--- config.mk ---
export PLATFORM = sky130hd
export DESIGN_NAME = class_file_structure_parser
export DESIGN_NICKNAME = d
export VERILOG_FILES = /design/src/rtl/cfsp_pkg.sv /design/src/rtl/class_file_structure_parser.sv
export SDC_FILE = /design/constraint.sdc
export NUM_CORES = 1
export LEC_CHECK = 0
export BUFFER_PORTS_ARGS = -buffer_cell sky130_fd_sc_hd__buf_2
export CAP_MARGIN = 10
export CORE_ASPECT_RATIO = 1.5
export CORE_MARGIN = 5
export CORE_UTILIZATION = 60
export CTS_CLUSTER_DIAMETER = 40
export DETAILED_ROUTE_END_ITERATION = 8
export HOLD_SLACK_MARGIN = 0.06
export PLACE_DENSITY = 0.79
export SYNTH_ARGS = -nofsm -noshare
export SYNTH_HDL_FRONTEND = slang
export SYNTH_SLANG_ARGS = --single-unit
--- constraint.sdc ---
create_clock -name clock -period 14.3 [get_ports clock]
set_input_delay 2.145 -clock clock [delete_from_list [all_inputs] [get_ports clock]]
set_output_delay 2.145 -clock clock [all_outputs]
set_load 0.01 [all_outputs]
--- src/rtl/cfsp_pkg.sv ---
// ----------------------------------------------------------------------------
// cfsp_pkg: shared types and constants of the class file parser
// Payload structs, phase codes, status codes and field length tables.
// ----------------------------------------------------------------------------
package cfsp_pkg;

   typedef struct packed {
      logic [7:0] data_byte;
      logic       end_of_file;
   } req_type;

   typedef struct packed {
      logic [4:0]  field_kind;
      logic [63:0] field_value;
      logic [15:0] table_index;
      logic [1:0]  status;
   } rsp_type;

   localparam logic [4:0] PH_MAGIC   = 5'd0;
   localparam logic [4:0] PH_CPCOUNT = 5'd3;
   localparam logic [4:0] PH_CPTAG   = 5'd4;
   localparam logic [4:0] PH_CPBODY  = 5'd5;
   localparam logic [4:0] PH_UTFLEN  = 5'd6;
   localparam logic [4:0] PH_UTFBYTE = 5'd7;
   localparam logic [4:0] PH_ACCESS  = 5'd8;
   localparam logic [4:0] PH_IFCOUNT = 5'd11;
   localparam logic [4:0] PH_IFENTRY = 5'd12;
   localparam logic [4:0] PH_FCOUNT  = 5'd13;
   localparam logic [4:0] PH_FACC    = 5'd14;
   localparam logic [4:0] PH_FACOUNT = 5'd17;
   localparam logic [4:0] PH_ANAME   = 5'd18;
   localparam logic [4:0] PH_ALEN    = 5'd19;
   localparam logic [4:0] PH_ABYTE   = 5'd20;
   localparam logic [4:0] PH_MCOUNT  = 5'd21;
   localparam logic [4:0] PH_MACC    = 5'd22;
   localparam logic [4:0] PH_MACOUNT = 5'd25;
   localparam logic [4:0] PH_CACOUNT = 5'd26;
   localparam logic [4:0] PH_DONE    = 5'd27;

   localparam logic [1:0] OWNER_FIELD  = 2'd1;
   localparam logic [1:0] OWNER_METHOD = 2'd2;
   localparam logic [1:0] OWNER_CLASS  = 2'd3;

   localparam logic [1:0] ST_FIELD = 2'd0;
   localparam logic [1:0] ST_DONE  = 2'd1;
   localparam logic [1:0] ST_TRUNC = 2'd2;
   localparam logic [1:0] ST_BADTAG = 2'd3;

   localparam logic [4:0] TAG_UTF8   = 5'd1;
   localparam logic [4:0] TAG_LONG   = 5'd5;
   localparam logic [4:0] TAG_DOUBLE = 5'd6;

   // Phases at or beyond the done phase take single bytes.
   function automatic logic [3:0] phase_len(input logic [4:0] ph);
      unique case (ph)
         PH_MAGIC, PH_ALEN:                          phase_len = 4'd4;
         PH_CPTAG, PH_CPBODY, PH_UTFBYTE, PH_ABYTE:  phase_len = 4'd1;
         default: phase_len = (ph >= PH_DONE) ? 4'd1 : 4'd2;
      endcase
   endfunction

   // Body length of a constant pool entry; zero marks an unknown tag.
   function automatic logic [3:0] body_len(input logic [7:0] tag);
      unique case (tag)
         8'd1, 8'd7, 8'd8, 8'd16, 8'd19, 8'd20: body_len = 4'd2;
         8'd3, 8'd4, 8'd9, 8'd10, 8'd11, 8'd12, 8'd17, 8'd18: body_len = 4'd4;
         8'd5, 8'd6: body_len = 4'd8;
         8'd15:      body_len = 4'd3;
         default:    body_len = 4'd0;
      endcase
   endfunction

endpackage

--- src/rtl/class_file_structure_parser.sv ---
// ----------------------------------------------------------------------------
// class_file_structure_parser: streaming class file structure parser
// Consumes a class file one item per byte and emits one item per field.
// ----------------------------------------------------------------------------
// The request channel (req_valid, req_ready, req_data) carries one byte of the
// class file per item, with end_of_file set on the last byte. The response
// channel (rsp_valid, rsp_ready, rsp_data) carries the completed fields: kind,
// big-endian value, table index and status. Utf8 and attribute body bytes come
// out one item each. A byte that only extends a multi-byte field makes no item.
// A byte accepted at one edge has its result item registered at that edge and shown on
// rsp_data after it. Throughput is one byte per cycle while req_ready is high, set by
// the single registered parse step that updates the phase, counters and accumulator.
// The output register refills in the same cycle it drains, so req_ready is low
// only while a result item waits and the receiver holds rsp_ready low.
// Reset is synchronous and returns the parser to the magic phase with an empty
// output register. After a completion, truncation or unknown tag report, all
// further bytes are accepted and dropped until reset.
// ----------------------------------------------------------------------------
module class_file_structure_parser (
   input  logic              clock,
   input  logic              reset,
   input  logic              req_valid,
   output logic              req_ready,
   input  cfsp_pkg::req_type req_data,
   output logic              rsp_valid,
   input  logic              rsp_ready,
   output cfsp_pkg::rsp_type rsp_data
);

   logic [4:0]  phase_ff, phase_in;
   logic [2:0]  bif_ff, bif_in;
   logic [55:0] acc_ff, acc_in;
   logic [4:0]  tag_ff, tag_in;
   logic [15:0] slot_ff, slot_in;
   logic [15:0] size_ff, size_in;
   logic [15:0] ent_ff, ent_in;
   logic [15:0] attr_ff, attr_in;
   logic [31:0] pay_ff, pay_in;
   logic        fin_ff, fin_in;
   logic        vld_ff;
   cfsp_pkg::rsp_type out_ff, out_in;
   logic        emit;

   assign req_ready = !vld_ff || rsp_ready;
   assign rsp_valid = vld_ff;
   assign rsp_data  = out_ff;

   always_comb begin
      logic [7:0]  b;
      logic [63:0] acc;
      logic [3:0]  len;
      logic [15:0] idx, v16, ent_dec, attr_dec;
      logic [1:0]  st;
      logic        do_emit, pool_next, end_mem, end_attr, start_attr;
      logic [16:0] nxt;
      logic [1:0]  owner;
      b = req_data.data_byte;
      acc = {acc_ff, b};
      v16 = acc[15:0];
      len = cfsp_pkg::phase_len(phase_ff);
      idx = '0;
      st = cfsp_pkg::ST_FIELD;
      pool_next = 1'b0;
      end_mem = 1'b0;
      end_attr = 1'b0;
      start_attr = 1'b0;
      nxt = '0;
      owner = tag_ff[1:0];
      ent_dec = ent_ff - 16'd1;
      attr_dec = attr_ff - 16'd1;
      phase_in = phase_ff; bif_in = bif_ff; acc_in = acc_ff; tag_in = tag_ff;
      slot_in = slot_ff; size_in = size_ff; ent_in = ent_ff; attr_in = attr_ff;
      pay_in = pay_ff; fin_in = fin_ff;
      if (phase_ff == cfsp_pkg::PH_CPBODY) begin
         len = cfsp_pkg::body_len({3'b000, tag_ff});
         if (len == 4'd0) len = 4'd1;
      end
      if ((phase_ff >= cfsp_pkg::PH_CPTAG && phase_ff <= cfsp_pkg::PH_UTFBYTE) ||
          phase_ff == cfsp_pkg::PH_IFENTRY ||
          (phase_ff >= cfsp_pkg::PH_FACC && phase_ff <= cfsp_pkg::PH_FACOUNT) ||
          (phase_ff >= cfsp_pkg::PH_MACC && phase_ff <= cfsp_pkg::PH_MACOUNT))
         idx = slot_ff;
      else if (phase_ff >= cfsp_pkg::PH_ANAME && phase_ff <= cfsp_pkg::PH_ABYTE)
         idx = size_ff - attr_ff;
      do_emit = ({1'b0, bif_ff} + 4'd1) >= len;
      if (!do_emit) begin
         bif_in = bif_ff + 3'd1;
         acc_in = acc[55:0];
      end else begin
         bif_in = '0;
         acc_in = '0;
         unique case (phase_ff)
            cfsp_pkg::PH_CPCOUNT: begin
               size_in = v16;
               slot_in = 16'd1;
               phase_in = (v16 <= 16'd1) ? cfsp_pkg::PH_ACCESS : cfsp_pkg::PH_CPTAG;
            end
            cfsp_pkg::PH_CPTAG: begin
               if (b == {3'b000, cfsp_pkg::TAG_UTF8}) begin
                  tag_in = cfsp_pkg::TAG_UTF8;
                  phase_in = cfsp_pkg::PH_UTFLEN;
               end else if (cfsp_pkg::body_len(b) != 4'd0) begin
                  tag_in = b[4:0];
                  phase_in = cfsp_pkg::PH_CPBODY;
               end else begin
                  st = cfsp_pkg::ST_BADTAG;
               end
            end
            cfsp_pkg::PH_CPBODY: pool_next = 1'b1;
            cfsp_pkg::PH_UTFLEN: begin
               pay_in = {16'd0, v16};
               if (v16 == 16'd0) pool_next = 1'b1;
               else phase_in = cfsp_pkg::PH_UTFBYTE;
            end
            cfsp_pkg::PH_UTFBYTE: begin
               pay_in = pay_ff - 32'd1;
               if (pay_ff == 32'd1) pool_next = 1'b1;
            end
            cfsp_pkg::PH_IFCOUNT: begin
               ent_in = v16;
               slot_in = '0;
               phase_in = (v16 != 16'd0) ? cfsp_pkg::PH_IFENTRY : cfsp_pkg::PH_FCOUNT;
            end
            cfsp_pkg::PH_IFENTRY: begin
               ent_in = ent_dec;
               slot_in = slot_ff + 16'd1;
               if (ent_dec == 16'd0) phase_in = cfsp_pkg::PH_FCOUNT;
            end
            cfsp_pkg::PH_FCOUNT: begin
               tag_in = {3'b000, cfsp_pkg::OWNER_FIELD};
               ent_in = v16;
               slot_in = '0;
               phase_in = (v16 != 16'd0) ? cfsp_pkg::PH_FACC : cfsp_pkg::PH_MCOUNT;
            end
            cfsp_pkg::PH_MCOUNT: begin
               tag_in = {3'b000, cfsp_pkg::OWNER_METHOD};
               ent_in = v16;
               slot_in = '0;
               phase_in = (v16 != 16'd0) ? cfsp_pkg::PH_MACC : cfsp_pkg::PH_CACOUNT;
            end
            cfsp_pkg::PH_FACOUNT: begin
               start_attr = 1'b1; owner = cfsp_pkg::OWNER_FIELD;
            end
            cfsp_pkg::PH_MACOUNT: begin
               start_attr = 1'b1; owner = cfsp_pkg::OWNER_METHOD;
            end
            cfsp_pkg::PH_CACOUNT: begin
               start_attr = 1'b1; owner = cfsp_pkg::OWNER_CLASS;
            end
            cfsp_pkg::PH_ANAME: phase_in = cfsp_pkg::PH_ALEN;
            cfsp_pkg::PH_ALEN: begin
               pay_in = acc[31:0];
               if (acc[31:0] == 32'd0) end_attr = 1'b1;
               else phase_in = cfsp_pkg::PH_ABYTE;
            end
            cfsp_pkg::PH_ABYTE: begin
               pay_in = pay_ff - 32'd1;
               if (pay_ff == 32'd1) end_attr = 1'b1;
            end
            default: phase_in = phase_ff + 5'd1;
         endcase
         // A wide pool entry takes two slots; the pool ends when the next slot
         // reaches or passes the pool count.
         if (pool_next) begin
            nxt = {1'b0, slot_ff} +
                  ((tag_ff == cfsp_pkg::TAG_LONG || tag_ff == cfsp_pkg::TAG_DOUBLE) ?
                   17'd2 : 17'd1);
            if (nxt >= {1'b0, size_ff}) phase_in = cfsp_pkg::PH_ACCESS;
            else begin
               slot_in = nxt[15:0];
               phase_in = cfsp_pkg::PH_CPTAG;
            end
         end
         if (start_attr) begin
            tag_in = {3'b000, owner};
            attr_in = v16;
            size_in = v16;
            if (v16 != 16'd0) phase_in = cfsp_pkg::PH_ANAME;
            else if (owner == cfsp_pkg::OWNER_CLASS) phase_in = cfsp_pkg::PH_DONE;
            else end_mem = 1'b1;
         end
         if (end_attr) begin
            attr_in = attr_dec;
            if (attr_dec != 16'd0) phase_in = cfsp_pkg::PH_ANAME;
            else if (owner == cfsp_pkg::OWNER_CLASS) phase_in = cfsp_pkg::PH_DONE;
            else end_mem = 1'b1;
         end
         if (end_mem) begin
            ent_in = ent_dec;
            slot_in = slot_ff + 16'd1;
            if (owner == cfsp_pkg::OWNER_FIELD)
               phase_in = (ent_dec == 16'd0) ? cfsp_pkg::PH_MCOUNT : cfsp_pkg::PH_FACC;
            else
               phase_in = (ent_dec == 16'd0) ? cfsp_pkg::PH_CACOUNT : cfsp_pkg::PH_MACC;
         end
         if (st == cfsp_pkg::ST_BADTAG) fin_in = 1'b1;
         else if (phase_in == cfsp_pkg::PH_DONE) begin
            st = cfsp_pkg::ST_DONE;
            fin_in = 1'b1;
         end
      end
      if (req_data.end_of_file && st == cfsp_pkg::ST_FIELD) begin
         st = cfsp_pkg::ST_TRUNC;
         do_emit = 1'b1;
         fin_in = 1'b1;
      end
      emit = do_emit && !fin_ff;
      out_in.field_kind  = phase_ff;
      out_in.field_value = acc;
      out_in.table_index = idx;
      out_in.status      = st;
   end

   always_ff @(posedge clock) begin
      if (reset) begin
         phase_ff <= cfsp_pkg::PH_MAGIC;
         bif_ff <= '0; acc_ff <= '0; tag_ff <= '0;
         slot_ff <= 16'd1; size_ff <= '0; ent_ff <= '0; attr_ff <= '0;
         pay_ff <= '0; fin_ff <= 1'b0; vld_ff <= 1'b0;
      end else begin
         if (req_valid && req_ready && !fin_ff) begin
            phase_ff <= phase_in; bif_ff <= bif_in; acc_ff <= acc_in;
            tag_ff <= tag_in; slot_ff <= slot_in; size_ff <= size_in;
            ent_ff <= ent_in; attr_ff <= attr_in; pay_ff <= pay_in;
            fin_ff <= fin_in;
         end
         // A new result item refills the register in the cycle it drains.
         if (req_valid && req_ready && emit) vld_ff <= 1'b1;
         else if (rsp_ready) vld_ff <= 1'b0;
      end
   end

   always_ff @(posedge clock) begin
      if (req_valid && req_ready && emit) out_ff <= out_in;
   end

endmodule

# == Word level (Yosys, flattened, before mapping) ==
# Memories as Yosys holds them, arrays and structs flattened. A register that Yosys moved wholly into a read port is not among the register bits.
# Index checks and enable logic that the tools add are counted.
# totals
regBits,254
rom_bits,256
inputBits,13
out_inout_bits,89
wordCells,195
n_memories,2
# memory_table
name,depth,width,rd,rd_ports_with_merged_regs,wr,line,source
(no name shown),32,4,1,1,0,cfsp_pkg.sv:64,unique case (tag)
(no name shown),32,4,1,0,0,cfsp_pkg.sv:64,
# classes
n_addsub,9
order_cmp,12
eq_ne,24
n_mux,86
reduce_logical,47
# ops
cell,count
two-way mux 16 bit,10
two-way mux 5 bit,22
case mux 32 bit (3 select lines),1
two-way mux 56 bit,1
case mux 5 bit (10 select lines),1
case mux 16 bit (3 select lines),1
two-way mux 4 bit,11
== test 5 bit (second input constant),8
== test 32 x 1 -> 1 bit (second input constant),1
zero test 16 bit,2
zero test 32 bit,1
case mux 16 bit (2 select lines),1
nonzero test 16 bit,2
subtractor 16 x 1 -> 16 bit (second input constant),2
subtractor 32 x 1 -> 32 bit (second input constant),1
== test 5 x 3 -> 1 bit (second input constant),6
two-way mux 1 bit,22
two-way mux 2 bit,10
adder 16 x 2 -> 17 bit,1
greater-or-equal comparator 17 x 16 -> 1 bit,1
adder 16 x 1 -> 16 bit (second input constant),1
less-or-equal comparator 16 x 1 -> 1 bit (second input constant),1
subtractor 16 bit,1
== test 5 x 4 -> 1 bit (second input constant),3
37 further kinds,67

# == Longest topological paths before layout ==
# Gate-level depths: netlist of the first run.
# logic_depth
word_depth,30
depth_mapped,22
mapped_depth_nobuf,20

# == Worst setup path after synthesis of the first run ==
# OpenSTA, ideal clock, no wires.
# synth_path
kind,input -> register
from,in rsp_ready
to,"reg out_ff, in the netlist rsp_data[0] (enable)"
setup_ns,0.440
arrival_time_ns,4.870
slack_ns,8.989
stages,6
path_buffers,1
cell_sequence,nand2b_1 -> nand2_1 -> nor2_1 -> clkbuf_1 -> o21ai_0 -> inv_1
# synth_between
elab_chain_cells,3
# synth_rtl
item,line,source
from (decl),class_file_structure_parser.sv:26,"input logic rsp_ready,"
logical OR 1 bit,class_file_structure_parser.sv:44,assign req_ready = !vld_ff || rsp_ready;
logical AND 1 bit (2 in a row),class_file_structure_parser.sv:234,if (req_valid && req_ready && emit) out_ff <= out_in;
to (signal assigned),class_file_structure_parser.sv:234,
to (decl),class_file_structure_parser.sv:41,"cfsp_pkg::rsp_type out_ff, out_in;"
# Every way passes these cells.
# A chain may end at the register's enable or synchronous reset.

# == Worst setup path after layout of the first run ==
# layout_path
from,reg tag_ff[0]
to,reg slot_ff[0]
# layout_between
elab_chain_cells,11
# layout_rtl
item,line,source
from (decl),class_file_structure_parser.sv:33,"logic [4:0] tag_ff, tag_in;"
from (signal assigned),class_file_structure_parser.sv:223,tag_ff <= tag_in; slot_ff <= slot_in; size_ff <= size_in;
branches (longest 10 deep; another with adder 16 x 2 -> 17 bit),-,
two-way mux 16 bit (*),class_file_structure_parser.sv:188,if (end_mem) begin
to (signal assigned),class_file_structure_parser.sv:223,
to (decl),class_file_structure_parser.sv:34,"logic [15:0] slot_ff, slot_in;"
# Every way passes the cells marked *. The select of a mux whose other input is x is not followed.

==> results of run 1 <==
## layer usage
layer,track usage [%],routed length [µm],vias up
li1,-,-,6474
met1,35.1,15800,6473
met2,53.2,21500,606
met3,4.30,2780,193
met4,20.1,3130,0
met5,0,0,-
## stage by stage
step / instances / setup slack (ps) / hold WS (ps) / total power [µW] / utilization, %
floorplan: 1777 / 8990 / 403 / 1120 / -
global placement: 2104 / 8310 / 411 / 1240 / 63.0
detailed placement: 2104 / 8170 / 417 / 1250 / 63.0
CTS: 2158 / 8500 / 435 / 1990 / 67.0
global route: 2158 / 8060 / 453 / 2070 / 67.0
finish: 2159 / 8340 / 434 / 1990 / 67.0
## cell usage in the layout (no fill, tap or decap), drive strengths merged, types with 18 or more instances in the layout
cell type,Yosys,routed
xor2,18,18
nand2,269,269
a22oi,22,22
o21ai,139,139
a21o,18,18
nand3,46,46
nand2b,18,18
a211oi,24,24
ha,61,61
inv,74,80
xnor2,23,23
nor2,154,154
a21oi,183,183
clkbuf,101,31
edfxtp,87,87
dfxtp,171,171
mux2i,28,28
buf,15,119
nor4,21,21
nor3,55,55
and3,21,21
## area by class of cell
cell class                      instances  area [µm²]
Fill cell                            2032        7980
Multi-Input combinational cell       1328        7850
Sequential cell                       258        6040
Clock buffer                           31         733
Timing Repair Buffer                  119         643
Tap cell                              324         405
Inverter                               75         283
Clock inverter                         23         240
Antenna cell                            1        2.50
## power groups by stage
stage                     Sequential (µW)  Clock (µW)  Combinational [µW]
final                                 879         750                 361
after floorplan                       884           0                 239
after global placement                892           0                 349
after CTS                             877         757                 359
after global routing                  884         792                 391
after detailed placement              893           0                 357
## final timing paths
check                          start                      end  slack, ps  cells after the start
max           tag_ff[0]$_SDFFE_PP0P_  slot_ff[0]$_SDFFE_PP1P_       8340                     20
min          acc_ff[51]$_SDFFE_PP0P_   rsp_data[77]$_DFFE_PP_        430                      0
max reg2reg   tag_ff[0]$_SDFFE_PP0P_  slot_ff[0]$_SDFFE_PP1P_       8340                     20
min reg2reg  acc_ff[51]$_SDFFE_PP0P_   rsp_data[77]$_DFFE_PP_        430                      0
## worst max-delay path: cells and delay by family (launching register included)
kind	cells	cell delay, ps
buffers and inverters	2	170
adders and majority gates	3	910
DFF	1	350
AOI/OAI and AO/OA	6	1320
and+or+nand+nor	7	2680
xor gates and xnor gates	2	440
## kinds of logic (layout without fill, tap and decap cells)
family / Yosys count / after routing / share of synthesized area [%]
simple gates: 667 / 667 / 21.0
compound gates: 527 / 527 / 22.6
flops: 258 / 258 / 41.3
buf+inv: 191 / 248 / 5.10
fa+ha+maj: 63 / 63 / 5.50
xor+xnor: 41 / 41 / 2.46
mux: 30 / 30 / 2.07
other cells: 0 / 1 / 0
## registers in the layout (all words and copies together), names as in the netlist, named ones only
signal     cells
acc_ff        56
attr_ff       16
bif_ff         3
ent_ff        16
fin_ff         1
pay_ff        32
phase_ff       5
rsp_data      87
rsp_valid      1
size_ff       16
slot_ff       16
tag_ff         5
==> out/qor.yml, run 1 <==
status:
  status: "finished clean"
grt:
  grt_pass1_wl_mm: 69.1
  grt_overflow_total: 0
  antenna_found_initial: 0
  grt_usage_pct: 30.9
  grt_max_degree: 83
  grt_pass1_vias: 13237
setup_path:
  cp.arrival_ps: 6420
  worstPathRequired_ps: 14760
  cp-end-kind: "register"
  cp_slowest_cell: "nor2_1"
  start_kind: "register"
  crit_fanout: 17
  setup.worst_path.class: "reg2reg"
  critPathMaxStageDelay_ps: 970
  path_cells: "xor2_1 > and3_1 > inv_1 > ha_1 > inv_1 > fa_1 > nand3b_1 > nor3_1 > nand3_1 > xnor2_1 > ha_1 > a21oi_1 > nor2b_1 > a311oi_1 > o211ai_1 > nor2_1 > nor2_1 > a21oi_1 > o21ai_0 > a211o_1"
die:
  dieArea_um2: 27600
  core.rowCount: 70
  core-area_um2: 24200
  start_util_pct: 60.5
  die_h_um: 201
  die_w_um: 137
  boundaryPins: 102
yosys:
  synthCells: 1777
  avgSynthCellArea_um2: 8.22
  synth_top_area_share_pct: 23.4
  async_reset_ff_share_pct: 0
  ys_types: 82
  synth_ff_type: "dfxtp_1"
  synthTopCellsByCount: "nand2_1, a21oi_1, dfxtp_1"
  synth-seq-cells: 258
  synth_top_cell_by_area: "dfxtp_1"
  ys_seq_area_share_pct: 41.3
  yosysMostFrequentCell: "nand2_1"
  netlist_top_cells_area: "dfxtp_1, edfxtp_1, nand2_1, a21oi_1, ha_1"
  netlist_area_um2: 14600
  synthesis.nets: 1853
  ys_warn_count: 0
  synth-edff-count: 87
route:
  wl_per_cell_um: 20.1
  drtIter0Drc: 1027
  wl_mm: 43.3
  final_antenna_net_count: 0
  num_vias: 13746
  firstDrtPassIters: 6
  remaining_drc_errors: 0
  viasPerCell: 6.37
timing:
  fin_crit_sh_pct: 41.7
  min_period_ps: 5960
  fin_skew_ps: 13.9
  rsz0062_at_grt: "false"
  hold_viol_final: 0
  worst-slew-pin-transition_ps: 1250
  setup_tns_ps: 0
  timing.final.max_slew_violations: 0
  slew_headroom_pct: 16.6
  setup_violations: 0
  fmax_mhz: 168
job:
  cap_violations: 0
clocking:
  cts_hold_buf: 0
  cts_sinks: 258
  post_cts_buffers: 0
  cts_resized: 0
  numCtsBuffers: 29
  clkTransAtPathRegs_ps: 70
  cts-root-buf: "clkbuf_16"
  clkLatencyLatePin_ps: 570
  cts_tree: "done"
  cts.path.max_buffers: 3
  cts.htree.levels: 1
pwr:
  p_clk_share_pct: 37.7
  p_leak_uw: 0.00600
  irDropWorstVdd_v: 0.0000869
  internal_power_uw: 1360
  p_comb_share_pct: 18.1
  switching_share_pct: 31.6
  seqPwrFrac_pct: 44.2
  net-switching-power_uw: 628
  pwr_density_cell_nw_per_um2: 123
finish:
  layout-drive-gt1-share_pct: 10.8
  fin_nets: 1887
  fin_area_um2: 16200
  syn_to_final_growth_pct: 10.8
placed_design:
  dp_hpwl_mm: 30.5
  portBuffers: 101
  place_area_um2: 15200
  gp_congestion: 0.973
hold_path:
  hold_class: "reg2reg"
Power figures use the tool's default switching activity.
==> run 2, diff against run 1 <==
Settings changed: ABC_AREA set to 1.
Clock period 14.3 ns to 5.95 ns, I/O delays scaled along.
==> out/qor.yml, run 2 <==
status:
  status: "finished clean"
die:
  boundaryPins: 102
  core-area_um2: 24900
  start_util_pct: 60.4
  die_w_um: 139
  dieArea_um2: 28400
  core.rowCount: 71
  die_h_um: 204
setup_path:
  worstPathRequired_ps: 6350
  crit_fanout: 12
  cp.arrival_ps: 5590
  cp-end-kind: "register"
  reg2reg_depth: 22
  start_kind: "register"
  r2r-end: "slot_ff[1]$_SDFFE_PP0P_"
  rrSetupSlack_ps: 750
  setup.worst_path.class: "reg2reg"
  r2r-start: "tag_ff[1]$_SDFFE_PP0P_"
clocking:
  clkLatencyLatePin_ps: 530
  cts.htree.levels: 2
  numCtsBuffers: 34
  cts-root-buf: "clkbuf_16"
  cts_tree: "done"
  cts_sinks: 258
  cts.path.max_buffers: 3
  cts_resized: 0
  clkTransAtPathRegs_ps: 60
  cts_hold_buf: 0
  post_cts_buffers: 0
grt:
  grt_pass1_vias: 14096
  grt_usage_pct: 31.4
  grt_max_degree: 88
  antenna_found_initial: 0
  grt_overflow_total: 0
  grt_pass1_wl_mm: 71.8
pwr:
  switching_share_pct: 33.0
  internal_power_uw: 3830
  seqPwrFrac_pct: 41.2
  pwr_density_cell_nw_per_um2: 338
  irDropWorstVdd_v: 0.000305
  p_clk_share_pct: 36.1
  net-switching-power_uw: 1890
  p_comb_share_pct: 22.8
  p_leak_uw: 0.00758
yosys:
  synth_ff_type: "dfxtp_1"
  synthCells: 2033
  synthesis.nets: 2109
  ys_seq_area_share_pct: 40.2
  async_reset_ff_share_pct: 0
  synth-edff-count: 87
  synth_top_cell_by_area: "dfxtp_1"
  synth-seq-cells: 258
  synthTopCellsByCount: "nand2_1, inv_1, nor2_1"
  ys_types: 58
  ys_warn_count: 0
  netlist_top_cells_area: "dfxtp_1, edfxtp_1, nand2_1, inv_1, nor2_1"
  avgSynthCellArea_um2: 7.38
  netlist_area_um2: 15000
  yosysMostFrequentCell: "nand2_1"
  synth_top_area_share_pct: 22.8
finish:
  register_area_um2: 6040
  largest_reg_flops: 87
  mostFrequentLayoutCell: "nand2_1"
  fin_area_um2: 16900
  layout-drive-gt1-share_pct: 12.3
  nFillCells: 2152
  fin_nets: 2191
  multi_input_area_um2: 7590
  num_antenna_cells: 0
  syn_to_final_growth_pct: 12.6
  final_cell_mix: "nand2_1, inv_1, nor2_1, dfxtp_1, o21ai_0"
timing:
  setup_violations: 0
  worst-slew-pin-transition_ps: 1170
  fin_skew_ps: 34.7
  setup_tns_ps: 0
  slew_headroom_pct: 21.9
  fmax_mhz: 192
  min_period_ps: 5200
  timing.final.max_slew_violations: 0
  rsz0062_at_grt: "false"
  fin_crit_sh_pct: 87.3
  hold_viol_final: 0
route:
  final_antenna_net_count: 0
  remaining_drc_errors: 0
  drtIter0Drc: 953
  wl_mm: 45.4
  num_vias: 14517
  firstDrtPassIters: 7
  wl_per_cell_um: 18.4
  viasPerCell: 5.88
hold_path:
  hold_end: "rsp_data[79]$_DFFE_PP_"
  hold_start: "acc_ff[53]$_SDFFE_PP0P_"
  holdPathStages: 0
  hold_class: "reg2reg"
placed_design:
  gp_congestion: 0.973
  place_area_um2: 15800
  portBuffers: 101
  dp_hpwl_mm: 32.8
job:
  cap_violations: 0
[run 2: cell count changes after synthesis, moves of 39 or more]
cell | previous run | this run
clkbuf_1 | 101 | 50
a21oi_1 | 181 | 123
nand2_1 | 269 | 375
nor2_1 | 154 | 260
nand3_1 | 46 | 85
inv_1 | 74 | 265
[run 2: metal layers]
| metal | global-route usage, % | part of all wire (%) |
|---|---|---|
| met2 | 56.6 | 50 |
| met3 | 4.22 | 6.4 |
| met4 | 21.7 | 7.6 |
| met1 | 33.9 | 36 |
| met5 | 0 | 0 |
[run 2: power groups by stage]
stage	clock, µW	combinational (µW)	sequential [µW]
final	2060	1300	2350
after global routing	2150	1440	2380
after CTS	2080	1290	2350
after detailed placement	0	1280	2380
after global placement	0	1250	2380
after floorplan	0	761	2410
[run 2: worst max-delay path, stage by stage (launching register included)]
cell and delay, ps:
dfxtp_1 320, inv_1 70, or2_2 280, a2111oi_0 630, inv_1 180, fa_1 450, nand3b_1 230, nor2_1 230
nand2_1 140, xor2_1 340, ha_1 330, a21oi_1 150, o21ai_0 90, nand4_1 90, nand2_1 50, nor2_1 120
nand4_1 410, inv_1 430, a21oi_1 140, o21ai_0 100, nand3_1 100, o211ai_1 100, inv_1 50
[run 2: how the worst max path moves through the flow]
stage                        startpoint                   endpoint  slack, ps  cells past startpoint
6_report         tag_ff[1]$_SDFFE_PP0P_    slot_ff[1]$_SDFFE_PP0P_        750                     22
5_1_grt          tag_ff[1]$_SDFFE_PP0P_    slot_ff[1]$_SDFFE_PP0P_        430                     22
4_1_cts          tag_ff[1]$_SDFFE_PP0P_    slot_ff[1]$_SDFFE_PP0P_        840                     22
3_5_place_dp     tag_ff[1]$_SDFFE_PP0P_    slot_ff[3]$_SDFFE_PP0P_       1000                     22
3_3_place_gp     tag_ff[1]$_SDFFE_PP0P_    slot_ff[1]$_SDFFE_PP0P_       1160                     22
2_1_floorplan  phase_ff[0]$_SDFFE_PP0P_  rsp_data[0]$_SDFFCE_PP0P_       1650                     14
[run 2: cell type report]
cell class | count | share of cell area [%]
well taps | 328 | 2.43
multi-input cells | 1416 | 44.9
inverters | 289 | 6.45
clock buffers | 44 | 5.63
clock inverters | 18 | 1.13
flip-flops and latches | 258 | 35.7
repair buffers | 116 | 3.73
[run 2: logic make-up (layout without fill, tap and decap cells)]
kind of cell	Yosys count	after routing	synth area share [%]
compound gates	458	458	17.9
xor+xnor	39	39	2.28
fa+ha+maj	63	63	5.35
buf+inv	359	467	9.32
flops	258	258	40.2
mux	1	1	0.0667
simple gates	855	855	24.8
[run 2: through the flow]
stage,util [%],power (µW),worst slack [ps],hold WS (ps),instances
floorplan,-,3170,1650,403,2033
global placement,63.4,3630,1160,409,2407
detailed placement,63.4,3670,1000,417,2407
CTS,68.0,5730,835,432,2469
global route,68.0,5980,430,449,2469
finish,68.0,5720,755,429,2469
==> run 3, diff against run 2 <==
Settings changed: CAP_MARGIN 10 to 25, CORE_ASPECT_RATIO 1.5 to unset.
==> out/qor.yml, run 3 (same netlist as run 2, synthesis figures left out) <==
timing:
  fmax_mhz: 195
  setup_tns_ps: 0
  fin_ws_ps: 817
  timing.final.max_slew_violations: 0
  slew_headroom_pct: 41.1
  min_period_ps: 5130
  setup_violations: 0
  rsz0062_at_grt: "false"
  worst_hold_slack_ps: 429
  worst-slew-pin-transition_ps: 883
  fin_crit_sh_pct: 86.3
  fin_skew_ps: 12.1
  hold_viol_final: 0
pwr:
  p_comb_share_pct: 21.6
  seqPwrFrac_pct: 39.3
  p_clk_share_pct: 39.1
  net-switching-power_uw: 1930
  irDropWorstVdd_v: 0.000360
  power_uw: 6000
  p_leak_uw: 0.00770
  pwr_density_cell_nw_per_um2: 351
  switching_share_pct: 32.1
  internal_power_uw: 4080
setup_path:
  cp-end-kind: "register"
  setup.worst_path.class: "reg2reg"
  critPathMaxStageDelay_ps: 620
  start_kind: "register"
  rrSetupSlack_ps: 820
  cp_slowest_cell: "dfxtp_1"
  worstPathRequired_ps: 6320
  path_cells: "ha_1 > inv_1 > nor3_4 > buf_4 > inv_1 > o21ai_0 > nor4_1 > a21oi_1 > ha_1 > inv_1 > o21bai_1 > nand3_1 > nand3_1 > nand2_1 > buf_4 > inv_1 > nand2_1 > clkinv_1 > o21ai_0 > a31oi_1"
  cp_common_cell: "inv_1"
  reg2reg_depth: 20
  worstSetupPathDepth: 20
  crit_fanout: 28
  r2r-start: "phase_ff[1]$_SDFFE_PP0P_"
  critPathBufInv: 7
  worstSetupStartpoint: "phase_ff[1]$_SDFFE_PP0P_"
  r2r-end: "attr_ff[0]$_SDFFE_PP0P_"
  cp.arrival_ps: 5500
  path_delay_family: "buffers and inverters"
finish:
  syn_to_final_growth_pct: 14.0
  largest_reg_flops: 87
  layout-drive-gt1-share_pct: 12.8
  fin_util_pct: 70.0
  final_cell_mix: "nand2_1, inv_1, nor2_1, dfxtp_1, o21ai_0"
  fin_nets: 2195
  mostFrequentLayoutCell: "nand2_1"
  num_antenna_cells: 0
hold_path:
  hold_class: "reg2reg"
  hold_end: "rsp_data[70]$_DFFE_PP_"
  hold_start: "acc_ff[44]$_SDFFE_PP0P_"
  holdPathStages: 0
die:
  die_w_um: 168
  start_util_pct: 61.4
  core-area_um2: 24500
  boundaryPins: 102
  dieArea_um2: 28300
  core.rowCount: 57
  die_h_um: 168
job:
  cap_violations: 0
route:
  viasPerCell: 5.88
  final_antenna_net_count: 0
  wl_mm: 43.8
  remaining_drc_errors: 0
  num_vias: 14533
  drtIter0Drc: 1648
  wl_per_cell_um: 17.7
  firstDrtPassIters: 5
clocking:
  cts-root-buf: "clkbuf_16"
  clkLatencyLatePin_ps: 520
  cts_tree: "done"
  cts_resized: 0
  clkTransAtPathRegs_ps: 60
  cts_hold_buf: 0
  cts_sinks: 258
  cts.htree.levels: 2
  cts.path.max_buffers: 3
  numCtsBuffers: 36
  post_cts_buffers: 0
grt:
  grt_overflow_total: 0
  antenna_found_initial: 0
  grt_pass1_vias: 13382
  grt_usage_pct: 30.2
  grt_pass1_wl_mm: 70.2
  grt_max_degree: 81
placed_design:
  portBuffers: 101
  dp_slack_ps: 925
  dp_hpwl_mm: 31.5
  gp_congestion: 1.02
status:
  status: "finished clean"
-- run 3: worst max path at each step --
stage	to	slack (ps)
after floorplan	rsp_data[0]$_SDFFCE_PP0P_	1650
after global placement	slot_ff[1]$_SDFFE_PP0P_	1000
after detailed placement	slot_ff[3]$_SDFFE_PP0P_	920
after CTS	slot_ff[3]$_SDFFE_PP0P_	900
after global routing	slot_ff[3]$_SDFFE_PP0P_	160
final	attr_ff[0]$_SDFFE_PP0P_	820
-- run 3: final cells by class --
cell class / instances / area (µm²)
multi-input combinational: 1416 / 7590
tap: 324 / 405
timing repair buffer: 118 / 653
sequential: 258 / 6040
fill: 2076 / 7350
clock buffer: 46 / 1040
clock inverter: 19 / 294
inverter: 289 / 1090
-- run 3: routing by layer --
layer  global-route usage, %  part of all wire, %
met3                    5.44                  9.0
met2                    46.3                   44
met1                    43.8                   45
met5                       0                    0
met4                    9.00                  2.7
-- run 3: power by group through the flow --
stage,clock [µW],combinational [µW],sequential (µW)
floorplan,0,761,2410
global placement,0,1230,2380
detailed placement,0,1270,2390
CTS,2360,1280,2350
global route,2460,1430,2380
finish,2350,1300,2360
-- run 3: per-stage QoR --
stage	std cells	instance area (µm²)
3_3_place_gp	2404	15800
3_5_place_dp	2404	15800
4_1_cts	2469	17100
2_1_floorplan	2033	15000
6_report	2470	17100
5_1_grt	2470	17100
